[src/rtl/sclb_pkg.sv]
package sclb_pkg;

  localparam int CHANNELS  = 1;
  localparam int ROW_WIDTH = 32;
  localparam int ROWS      = 32;
  localparam int FILTERS   = 4;
  localparam int KERNEL    = 3;

  localparam int LINE_DEPTH   = (KERNEL - 1) * ROW_WIDTH * CHANNELS + KERNEL * CHANNELS;
  localparam int WEIGHT_DEPTH = FILTERS * CHANNELS * KERNEL * KERNEL;

  localparam int LP_W  = (LINE_DEPTH > 1) ? $clog2(LINE_DEPTH) : 1;
  localparam int WA_W  = (WEIGHT_DEPTH > 1) ? $clog2(WEIGHT_DEPTH) : 1;
  localparam int COL_W = $clog2(ROW_WIDTH);
  localparam int ROW_W = $clog2(ROWS);
  localparam int CH_W  = (CHANNELS > 1) ? $clog2(CHANNELS) : 1;
  localparam int K_W   = (KERNEL > 1) ? $clog2(KERNEL) : 1;
  localparam int F_W   = (FILTERS > 1) ? $clog2(FILTERS) : 1;
  localparam int ACC_W = 48;

  localparam logic [1:0] OP_LOAD_WEIGHT = 2'd0;
  localparam logic [1:0] OP_LOAD_BIAS   = 2'd1;
  localparam logic [1:0] OP_SAMPLE      = 2'd2;

  typedef struct packed {
    logic            load_weight;
    logic            load_bias;
    logic            sample;
    logic            clear;
    logic            issue;
    logic            finish;
    logic [CH_W-1:0] ch;
    logic [K_W-1:0]  ii;
    logic [K_W-1:0]  jj;
    logic [F_W-1:0]  f;
  } sclb_cmd_t;

  typedef struct packed {
    logic window_hit;
    logic out_busy;
  } sclb_status_t;

endpackage

[src/rtl/streamed_conv2d_line_buffer.sv]
// A sample that completes a window runs its taps through the registered line and
// weight reads into the single shared multiply-accumulate unit, product register
// first, one filter after another; each result is rounded and registered for output.
// Loads and samples without a window leave the input free; a window sample stalls
// it until its last result is registered. Reset: rst, synchronous and active high,
// clears the state, counters and pointer; line, weight and bias stores are kept.
module streamed_conv2d_line_buffer
  import sclb_pkg::*;
(
  input  logic               clk,
  input  logic               rst,
  input  logic               in_valid,
  output logic               in_stall,
  input  logic [1:0]         operation,
  input  logic signed [15:0] value,
  input  logic [5:0]         address,
  output logic               out_valid,
  input  logic               out_stall,
  output logic signed [15:0] result_value,
  output logic [1:0]         filter_index,
  output logic               last
);

  // The controller sequences the window taps through the shared MAC and
  // hands each rounded result to the output register. The output register
  // lets a new input transfer be taken while the final result still waits.
  sclb_cmd_t    cmd;
  sclb_status_t status;

  sclb_ctrl u_ctrl (
    .clk       (clk),
    .rst       (rst),
    .in_valid  (in_valid),
    .operation (operation),
    .in_stall  (in_stall),
    .status    (status),
    .cmd       (cmd)
  );

  // The datapath holds the circular line store, the coefficients, the
  // image position counters and the accumulator with rounding and saturation.
  sclb_datapath u_dp (
    .clk          (clk),
    .rst          (rst),
    .cmd          (cmd),
    .status       (status),
    .value        (value),
    .address      (address),
    .result_value (result_value),
    .filter_index (filter_index),
    .last         (last),
    .out_valid    (out_valid),
    .out_stall    (out_stall)
  );

endmodule

[src/rtl/sclb_ram.sv]
module sclb_ram #(
  parameter int WIDTH = 16,
  parameter int DEPTH = 64
) (
  input  logic                                    clk,
  input  logic                                    we,
  input  logic [((DEPTH > 1) ? $clog2(DEPTH) : 1)-1:0] waddr,
  input  logic [WIDTH-1:0]                        wdata,
  input  logic [((DEPTH > 1) ? $clog2(DEPTH) : 1)-1:0] raddr,
  output logic [WIDTH-1:0]                        rdata
);

  logic [WIDTH-1:0] mem [DEPTH];

  always_ff @(posedge clk) begin
    if (we) begin
      mem[waddr] <= wdata;
    end
    rdata <= mem[raddr];
  end

endmodule

[src/rtl/sclb_ctrl.sv]
module sclb_ctrl
  import sclb_pkg::*;
(
  input  logic         clk,
  input  logic         rst,
  input  logic         in_valid,
  input  logic [1:0]   operation,
  output logic         in_stall,
  input  sclb_status_t status,
  output sclb_cmd_t    cmd
);

  typedef enum logic [2:0] {IDLE, MAC, DRAIN, FIN} state_t;

  state_t          state;
  logic [CH_W-1:0] ch;
  logic [K_W-1:0]  ii;
  logic [K_W-1:0]  jj;
  logic [F_W-1:0]  f;
  logic            drain_cnt;
  logic            accept;
  logic            last_tap;

  assign in_stall = (state != IDLE);
  assign accept   = in_valid && !in_stall;
  assign last_tap = (jj == K_W'(KERNEL - 1)) && (ii == K_W'(KERNEL - 1)) &&
                    (ch == CH_W'(CHANNELS - 1));

  always_comb begin
    cmd             = '0;
    cmd.ch          = ch;
    cmd.ii          = ii;
    cmd.jj          = jj;
    cmd.f           = f;
    cmd.load_weight = accept && (operation == OP_LOAD_WEIGHT);
    cmd.load_bias   = accept && (operation == OP_LOAD_BIAS);
    cmd.sample      = accept && (operation == OP_SAMPLE);
    cmd.clear       = cmd.sample || (state == FIN && !status.out_busy);
    cmd.issue       = (state == MAC);
    cmd.finish      = (state == FIN) && !status.out_busy;
  end

  always_ff @(posedge clk) begin
    if (rst) begin
      state     <= IDLE;
      ch        <= '0;
      ii        <= '0;
      jj        <= '0;
      f         <= '0;
      drain_cnt <= 1'b0;
    end else begin
      unique case (state)
        IDLE: begin
          if (cmd.sample && status.window_hit) begin
            state <= MAC;
            ch    <= '0;
            ii    <= '0;
            jj    <= '0;
            f     <= '0;
          end
        end
        MAC: begin
          if (last_tap) begin
            state     <= DRAIN;
            drain_cnt <= 1'b0;
            ch        <= '0;
            ii        <= '0;
            jj        <= '0;
          end else if (jj != K_W'(KERNEL - 1)) begin
            jj <= jj + K_W'(1);
          end else begin
            jj <= '0;
            if (ii != K_W'(KERNEL - 1)) begin
              ii <= ii + K_W'(1);
            end else begin
              ii <= '0;
              ch <= ch + CH_W'(1);
            end
          end
        end
        DRAIN: begin
          drain_cnt <= 1'b1;
          if (drain_cnt) begin
            state <= FIN;
          end
        end
        FIN: begin
          if (!status.out_busy) begin
            if (f == F_W'(FILTERS - 1)) begin
              state <= IDLE;
            end else begin
              f     <= f + F_W'(1);
              state <= MAC;
            end
          end
        end
        default: state <= IDLE;
      endcase
    end
  end

endmodule

[src/rtl/sclb_datapath.sv]
module sclb_datapath
  import sclb_pkg::*;
(
  input  logic               clk,
  input  logic               rst,
  input  sclb_cmd_t          cmd,
  output sclb_status_t       status,
  input  logic signed [15:0] value,
  input  logic [5:0]         address,
  output logic signed [15:0] result_value,
  output logic [1:0]         filter_index,
  output logic               last,
  output logic               out_valid,
  input  logic               out_stall
);

  logic [LP_W-1:0]  wp;
  logic [COL_W-1:0] col;
  logic [ROW_W-1:0] row;
  logic [CH_W-1:0]  chc;

  logic signed [15:0] bias [FILTERS];

  logic [LP_W:0]    flat;
  logic [LP_W:0]    pos_sum;
  logic [LP_W-1:0]  pos;
  logic [WA_W-1:0]  wi;
  logic [15:0]      line_q;
  logic [15:0]      weight_q;
  logic             rd_v;
  logic             mul_v;
  logic signed [31:0]      prod;
  logic signed [ACC_W-1:0] acc;
  logic signed [ACC_W-1:0] total;
  logic signed [ACC_W-1:0] rounded;
  logic signed [15:0]      sat;

  assign status.window_hit = (chc == CH_W'(CHANNELS - 1)) &&
                             (col >= COL_W'(KERNEL - 1)) && (row >= ROW_W'(KERNEL - 1));
  assign status.out_busy   = out_valid && out_stall;

  // Window tap address: offset from the oldest stored sample.
  assign flat = (LP_W+1)'(cmd.ii) * (LP_W+1)'(ROW_WIDTH * CHANNELS) +
                (LP_W+1)'(cmd.jj) * (LP_W+1)'(CHANNELS) + (LP_W+1)'(cmd.ch);
  assign pos_sum = (LP_W+1)'(wp) + flat;
  assign pos = (pos_sum >= (LP_W+1)'(LINE_DEPTH)) ?
               LP_W'(pos_sum - (LP_W+1)'(LINE_DEPTH)) : LP_W'(pos_sum);
  assign wi = WA_W'((WA_W+F_W)'(cmd.f) * (WA_W+F_W)'(CHANNELS * KERNEL * KERNEL) +
                    (WA_W+F_W)'(cmd.ch) * (WA_W+F_W)'(KERNEL * KERNEL) +
                    (WA_W+F_W)'(cmd.ii) * (WA_W+F_W)'(KERNEL) + (WA_W+F_W)'(cmd.jj));

  sclb_ram #(.WIDTH(16), .DEPTH(LINE_DEPTH)) u_line (
    .clk   (clk),
    .we    (cmd.sample),
    .waddr (wp),
    .wdata (value),
    .raddr (pos),
    .rdata (line_q)
  );

  sclb_ram #(.WIDTH(16), .DEPTH(WEIGHT_DEPTH)) u_weight (
    .clk   (clk),
    .we    (cmd.load_weight && (address < 6'(WEIGHT_DEPTH))),
    .waddr (address[WA_W-1:0]),
    .wdata (value),
    .raddr (wi),
    .rdata (weight_q)
  );

  assign total   = acc + (ACC_W'(bias[cmd.f]) <<< 12);
  assign rounded = (total + ACC_W'(2048)) >>> 12;
  always_comb begin
    if (rounded > ACC_W'(32767)) begin
      sat = 16'sh7fff;
    end else if (rounded < -ACC_W'(32768)) begin
      sat = -16'sh8000;
    end else begin
      sat = rounded[15:0];
    end
  end

  always_ff @(posedge clk) begin
    if (cmd.load_bias && (address < 6'(FILTERS))) begin
      bias[address[F_W-1:0]] <= value;
    end
    prod <= $signed(line_q) * $signed(weight_q);
    if (cmd.clear) begin
      acc <= '0;
    end else if (mul_v) begin
      acc <= acc + ACC_W'(prod);
    end
    if (cmd.finish) begin
      result_value <= sat;
      filter_index <= 2'(cmd.f);
      last         <= (cmd.f == F_W'(FILTERS - 1));
    end
  end

  always_ff @(posedge clk) begin
    if (rst) begin
      wp        <= '0;
      col       <= '0;
      row       <= '0;
      chc       <= '0;
      rd_v      <= 1'b0;
      mul_v     <= 1'b0;
      out_valid <= 1'b0;
    end else begin
      rd_v  <= cmd.issue;
      mul_v <= rd_v;
      if (cmd.finish) begin
        out_valid <= 1'b1;
      end else if (!out_stall) begin
        out_valid <= 1'b0;
      end
      if (cmd.sample) begin
        wp <= (wp == LP_W'(LINE_DEPTH - 1)) ? '0 : wp + LP_W'(1);
        if (chc == CH_W'(CHANNELS - 1)) begin
          chc <= '0;
          if (col == COL_W'(ROW_WIDTH - 1)) begin
            col <= '0;
            row <= (row == ROW_W'(ROWS - 1)) ? '0 : row + ROW_W'(1);
          end else begin
            col <= col + COL_W'(1);
          end
        end else begin
          chc <= chc + CH_W'(1);
        end
      end
    end
  end

endmodule

[config.mk]
export PLATFORM = sky130hd
export DESIGN_NAME = streamed_conv2d_line_buffer
export DESIGN_NICKNAME = d
export VERILOG_FILES = /design/src/rtl/sclb_pkg.sv /design/src/rtl/streamed_conv2d_line_buffer.sv /design/src/rtl/sclb_ram.sv /design/src/rtl/sclb_ctrl.sv /design/src/rtl/sclb_datapath.sv
export SDC_FILE = /design/constraint.sdc
export NUM_CORES = 2
export LEC_CHECK = 0
export ABC_AREA = 1
export BUFFER_PORTS_ARGS = -buffer_cell sky130_fd_sc_hd__buf_2
export CORE_MARGIN = 2
export CORE_UTILIZATION = 45
export DETAILED_ROUTE_END_ITERATION = 8
export PLACE_DENSITY = 0.63
export SYNTH_ARGS = -nofsm -noshare
export SYNTH_HDL_FRONTEND = slang
export SYNTH_SLANG_ARGS = --single-unit
export TNS_END_PERCENT = 30
[constraint.sdc]
create_clock -name clk -period 6.45 [get_ports clk]
set_input_delay 0 -clock clk [delete_from_list [all_inputs] [get_ports clk]]
set_output_delay 0 -clock clk [all_outputs]
set_load 0.01 [all_outputs]
## After elaboration in Yosys (flattened, before gate mapping)

Memories as Yosys holds them, arrays and structs flattened. A register that Yosys moved wholly into a read port is not among the register bits.
Cells that the tools add are included.
W data, S select, Z words.

| operators by class | value |
|---|---|
| equal/unequal tests | 21 |
| multipliers | 4 |
| div/mod/pow operators | 0 |
| shifts and indexed selects | 0 |
| add/subtract/negate cells | 18 |
| reductions and logical operators | 30 |
| mux-type cells | 40 |
| order comparisons | 7 |
| bitwise logic cells | 2 |

Operator list:

| kind | number |
|---|---|
| $add A48 B13 Y48 const B | 1 |
| $add A48 B28 Y48 | 1 |
| $add A48 B32 Y48 | 1 |
| $gt A36 B16 Y1 const B | 1 |
| $lt A36 B16 Y1 const B | 1 |
| $mul A16 B16 Y32 | 1 |
| $mux W2 | 10 |
| $mux W16 | 1 |
| $mux W1 | 15 |
| $mux W7 | 2 |
| $logic_and A1 B1 Y1 | 13 |
| $mux W3 | 4 |
| $pmux W2 S2 | 3 |
| $pmux W3 S4 | 1 |
| $reduce_and A4 Y1 | 3 |
| $add A5 B1 Y5 const B | 2 |
| $eq A5 B5 Y1 const B | 2 |
| $ge A5 B2 Y1 const B | 2 |
| $mux W5 | 2 |
| $ne A2 B2 Y1 const B | 5 |
| $add A7 B2 Y8 | 1 |
| $add A7 B8 Y8 | 1 |
| $add A8 B1 Y8 | 1 |
| $eq A2 B2 Y1 const B | 4 |
| other kinds (29) | 44 |

| storage, ports and cells | value |
|---|---|
| bits in latches | 0 |
| output and inout port bits | 21 |
| bits in registers | 131 |
| memory bits (writable) | 1,712 |
| memories | 3 |
| input port bits | 28 |
| ROM bits | 0 |

Memories:

| memory | depth | bits a word | rd ports | clocked after Yosys merged registers in | wr ports | RTL line | source |
|---|---|---|---|---|---|---|---|
| u_dp.u_line.mem | 67 | 16 | 1 | 1 | 1 | sclb_ram.sv:13 | `logic [WIDTH-1:0] mem [DEPTH];` |
| u_dp.u_weight.mem | 36 | 16 | 1 | 1 | 1 | sclb_ram.sv:13 |  |
| u_dp.bias | 4 | 16 | 1 | 1 | 1 | sclb_datapath.sv:22 | `logic signed [15:0] bias [FILTERS];` |

## Logic depth before layout (Yosys ltp)

| logic depth | value |
|---|---|
| depth after elaboration | 9 |
| depth in mapped cells | 28 |
| mapped depth without buffers | 26 |

## Hierarchy

A second synthesis with hierarchy kept.

| second synthesis, totals | value |
|---|---|
| cell total of the unflattened synthesis | 9,039 |
| area, all modules | 92,219.7 um2 |

Modules (own cells, without submodules):

| module | instances | cells an instance | area an instance (um2) |
|---|---|---|---|
| sclb_ram (u_dp.u_line) | 1 | 3,694 | 44,288.7 |
| sclb_datapath | 1 | 3,282 | 23,648.9 |
| sclb_ram (u_dp.u_weight) | 1 | 1,959 | 23,590.1 |
| sclb_ctrl | 1 | 104 | 691.9 |

## Least setup slack after synthesis

OpenSTA, ideal clock, no wires.

| path | value |
|---|---|
| path kind | reg-to-reg |
| start | register u_dp.u_line.rdata[11], read port of u_dp.u_line.mem |
| end | register u_dp.prod[23] |
| buffers on the path | 2 |
| stages on the path, launching flop included | 24 |
| setup time | 0.120 ns |
| arrival | 5.817 ns |
| path slack | 0.513 ns |
| clock period less this slack | 5.937 ns |
| cells stage by stage | dfxtp_1 clkbuf_1 clkbuf_1 nand2_1 fa_1 fa_1 fa_1 inv_1 fa_1 fa_1 inv_1 fa_1 inv_1 ha_1 a21oi_1 inv_1 a21oi_1 o21ai_0 a21boi_0 o21ai_0 a21boi_0 o21ai_0 nand2_1 nand2_1 |

| between the ends | value |
|---|---|
| cells in the longest elaborated chain, start to end | 1 |

Ends and longest elaborated chain:

| what | RTL line | source |
|---|---|---|
| start: declaration | sclb_ram.sv:10 | `output logic [WIDTH-1:0] rdata` |
| $mul A16 B16 Y32 | sclb_datapath.sv:86 | `prod <= $signed(line_q) * $signed(weight_q);` |
| end signal: assignment | sclb_datapath.sv:86 |  |
| end: declaration | sclb_datapath.sv:32 | `logic signed [31:0] prod;` |

Every way passes these cells.
A chain may end at the register's enable or synchronous reset.

## Worst setup path after layout

| path | value |
|---|---|
| start | register u_dp.u_weight.rdata[5], read port of u_dp.u_weight.mem |
| end | register u_dp.prod[31] |

| between the ends | value |
|---|---|
| cells in the longest elaborated chain, start to end | 1 |

Ends and longest elaborated chain:

| what | RTL line |
|---|---|
| start: declaration | sclb_ram.sv:10 |
| $mul A16 B16 Y32 | sclb_datapath.sv:86 |

Every way passes these cells.

==> results by group <==
Global routing
  – First-pass GRT wire length: 386000 µm
  – Initial antenna violation count: 16
  – Pin count of the biggest net entering global routing: 129
  – Via count of the first global-routing pass: between 60000 and 70000
  – Tot GR Track Use: 0.239
  – Grt ovf: 0

Synth
  – Largest cells by area after synthesis: edfxtp_1, nand2_1, inv_1, nand3_1, fa_1
  – Post-Syn Instances: 9108
  – Synth cell types: 55
  – Register bit count reported by yosys: roughly 1900
  – Synth Cell Area: 0.0931 mm²
  – Syn_area_per_cell: 10.2 µm²
  – Asr flop ratio synth: 0
  – Post-synth top area cell: edfxtp_1
  – Count leader, synth: edfxtp_1
  – EDFF count, synth: 1731
  – Post-synthesis sequential area ratio: 0.589
  – Warnings from Yosys: 0
  – Share of the synthesized area in the top cell type: 0.558
  – Top FF cell, synth: edfxtp_1
  – Synth top cells by count: edfxtp_1, nand2_1, inv_1
  – Syn nets: 9600

STA
  – Final period utilization: 0.949
  – Fmax: 163 MHz
  – Setup Viol. Count Final: 0
  – Relative slew slack: 0.274
  – TNS Setup: 0 ns
  – Final hold vios: 0
  – Crit path time final: 6.12 ns
  – Worst Max-Slew Pin Slew: 1.09 ns
  – Fin. max-slew vios: 0
  – Clock Skew: 0.0828 ns
  – RSZ-0062 raised after global routing: false

Detailed routing
  – # DRC: 0
  – Via density: 5.37
  – Post-route ant nets: 0
  – Drt wl/cell: 21.0 µm
  – Starting DRT DRC Count: a little over 7000
  – Routed wire length: 253000 µm
  – First-pass DRT Iterations: 6
  – Via count: 64808

Hold path
  – Worst Hold Class: in2reg
  – Worst Hold Path Cells: 3

Worst setup path
  – Critical path data arrival time: 6.88 ns
  – Crit path kind: reg2reg
  – End of the critical path: u_dp.prod[31]$_DFF_P_
  – CP Capture Type: flip-flop
  – CP Launch Type: flip-flop
  – FF-to-FF path depth: 18
  – CP Launch Point: u_dp.u_weight.rdata[5]$_DFF_P_
  – Crit Path Max Fanout: 9
  – R2R setup slack: between 0.3 and 0.4 ns
  – Req. time, crit path: 7.20 ns
  – R2r endpoint: u_dp.prod[31]$_DFF_P_
  – Reg2reg start: u_dp.u_weight.rdata[5]$_DFF_P_

Flow run
  – Max-cap violations: 0

Floorplanning
  – I/O pin cnt: 49
  – Die Area: about 0.21 mm²
  – Starting Density: 0.451
  – # rows: 167
  – Die width: 459 µm
  – Die Y: 459 µm
  – Core area: 0.206 mm²

Clock tree
  – Insertion delay to the later sink of the worst-skew pair: ~0.89 ns
  – Clk sinks: around 1900
  – Post-CTS setup buffer count: 0
  – Clock root buffer: clkbuf_16
  – Num CTS Buffers: between 150 and 200
  – CTS tree: built
  – CTS clk-pin slew, worst paths: 0.07 ns
  – H-tree depth: 4
  – CTS max path bufs: 3

Finish
  – Area delta synth->final: 11.6%
  – Nets: just under 10000
  – Layout fillers: 18199
  – Layout cells sized above 1: 0.0655

Place
  – Gp weighted congestion: between 0.9 and 1
  – PortBufs: 48
  – Post-DP HPWL: 156000 µm

Run status
  – Status: finished clean
critical path, cell delays in order (launching register included):
cell      delay (ns)
dfxtp_1         0.54
buf_4           0.25
nand2_1         0.12
fa_1            0.52
inv_1           0.08
fa_1            0.68
fa_1            0.50
fa_1            0.51
fa_1            0.51
inv_1           0.06
fa_1            0.48
inv_1           0.05
ha_1            0.38
a21oi_1         0.31
o21ai_0         0.17
a21oi_1         0.17
nand3_1         0.20
a211oi_1        0.29
xor2_1          0.18
metal layers:
| metal | track usage | vias up | wire (µm) |
|---|---|---|---|
| met5 | 0 | - | 27 |
| met4 | 0.0715 | 4 | 6900 |
| met3 | 0.0342 | 358 | 18500 |
| met2 | 0.385 | 2370 | 119000 |
| met1 | 0.337 | 31766 | 109000 |
| li1 | - | 30310 | - |
cell families (layout without fill, tap and decap cells):
family,count (synthesis),count (layout),share of synthesized area
adders and majority gates,464,464,0.0840
muxes,64,64,0.00688
other,0,2,0
buffers and inverters,2075,2328,0.0879
and+or+nand+nor,3709,3709,0.169
DFF,1875,1875,0.589
AOI/OAI and AO/OA,815,815,0.0535
xor gates and xnor gates,106,106,0.0101
how the worst min path moves through the flow:
stage	from	endpoint	slack (ns)
after floorplan	value[0]	u_dp.bias[0][0]$_DFFE_PP_	0.1
after global placement	rst	u_dp.mul_v$_SDFF_PP0_	0.37
after detailed placement	rst	u_dp.mul_v$_SDFF_PP0_	0.37
after CTS	rst	u_dp.mul_v$_SDFF_PP0_	0.05
after global routing	rst	u_ctrl.drain_cnt$_SDFFE_PP0P_	0.11
final	rst	u_dp.mul_v$_SDFF_PP0_	0.11
registers in the layout, summed over array words and instances, names as in the netlist, 2 cells and up, named ones only:
signal / flops
u_dp.u_line.mem: 1072
u_dp.u_weight.mem: 576
u_dp.bias: 64
u_dp.acc: 48
u_dp.prod: 32
u_dp.result_value: 16
u_dp.u_line.rdata: 16
u_dp.u_weight.rdata: 16
u_dp.wp: 7
u_dp.col: 5
u_dp.row: 5
u_ctrl.f: 2
u_ctrl.ii: 2
u_ctrl.jj: 2
u_ctrl.state: 2
u_dp.filter_index: 2
cells in the final DEF (no fill, tap or decap), types with 18 or more instances in the layout:
cell type / Yosys / layout
clkbuf_16: 0 / 198
a21oi_1: 208 / 207
dfxtp_1: 144 / 141
nand3_1: 1206 / 1205
dlygate4sd3_1: 0 / 33
clkinv_2: 0 / 30
bufinv_16: 0 / 18
mux2i_1: 64 / 64
o221ai_1: 72 / 72
buf_12: 0 / 25
clkinv_1: 3 / 39
o21ai_0: 301 / 300
nand2_1: 1699 / 1699
edfxtp_1: 1731 / 1731
buf_2: 149 / 32
nand4_1: 19 / 19
xnor2_1: 42 / 40
clkbuf_1: 211 / 59
fa_1: 269 / 268
nor3_1: 36 / 30
buf_4: 19 / 232
ha_1: 195 / 194
inv_1: 1632 / 1631
o211ai_1: 27 / 27
nor2_1: 698 / 694
a31oi_1: 35 / 35
o32ai_1: 80 / 80
xor2_1: 62 / 61
cell type report:
class	instances	area, µm²	area share
Tap cell	2704	3380	0.0325
Clock buffer	261	5230	0.0503
Timing Repair Buffer	322	2730	0.0263
Clock inverter	104	1320	0.0127
Sequential cell	1875	54900	0.528
Inverter	1641	6170	0.0593
Antenna cell	2	5.00	0.0000481
Multi-Input combinational cell	5158	30300	0.291
stage by stage:
| stage | util | setup WS [ns] | hold WS [ns] | cell area (µm²) | std cells |
|---|---|---|---|---|---|
| floorplan | - | 0.513 | 0.0989 | 93100 | 9108 |
| global placement | 0.470 | 0.177 | 0.370 | 97100 | 11667 |
| detailed placement | 0.470 | 0.0997 | 0.374 | 97100 | 11667 |
| CTS | 0.504 | 0.0110 | 0.0502 | 104000 | 12065 |
| global route | 0.504 | 0.0731 | 0.106 | 104000 | 12067 |
| finish | 0.504 | 0.327 | 0.109 | 104000 | 12067 |
repair_timing:
item	CTS	global route
hold buffers	33	0
hold endpoints to repair	1372	0
setup endpoints to repair	0	4
gates resized for setup	0	6
Power is not shown: default switching activity piles up to over one toggle a cycle in this logic, so the estimate is an artifact.
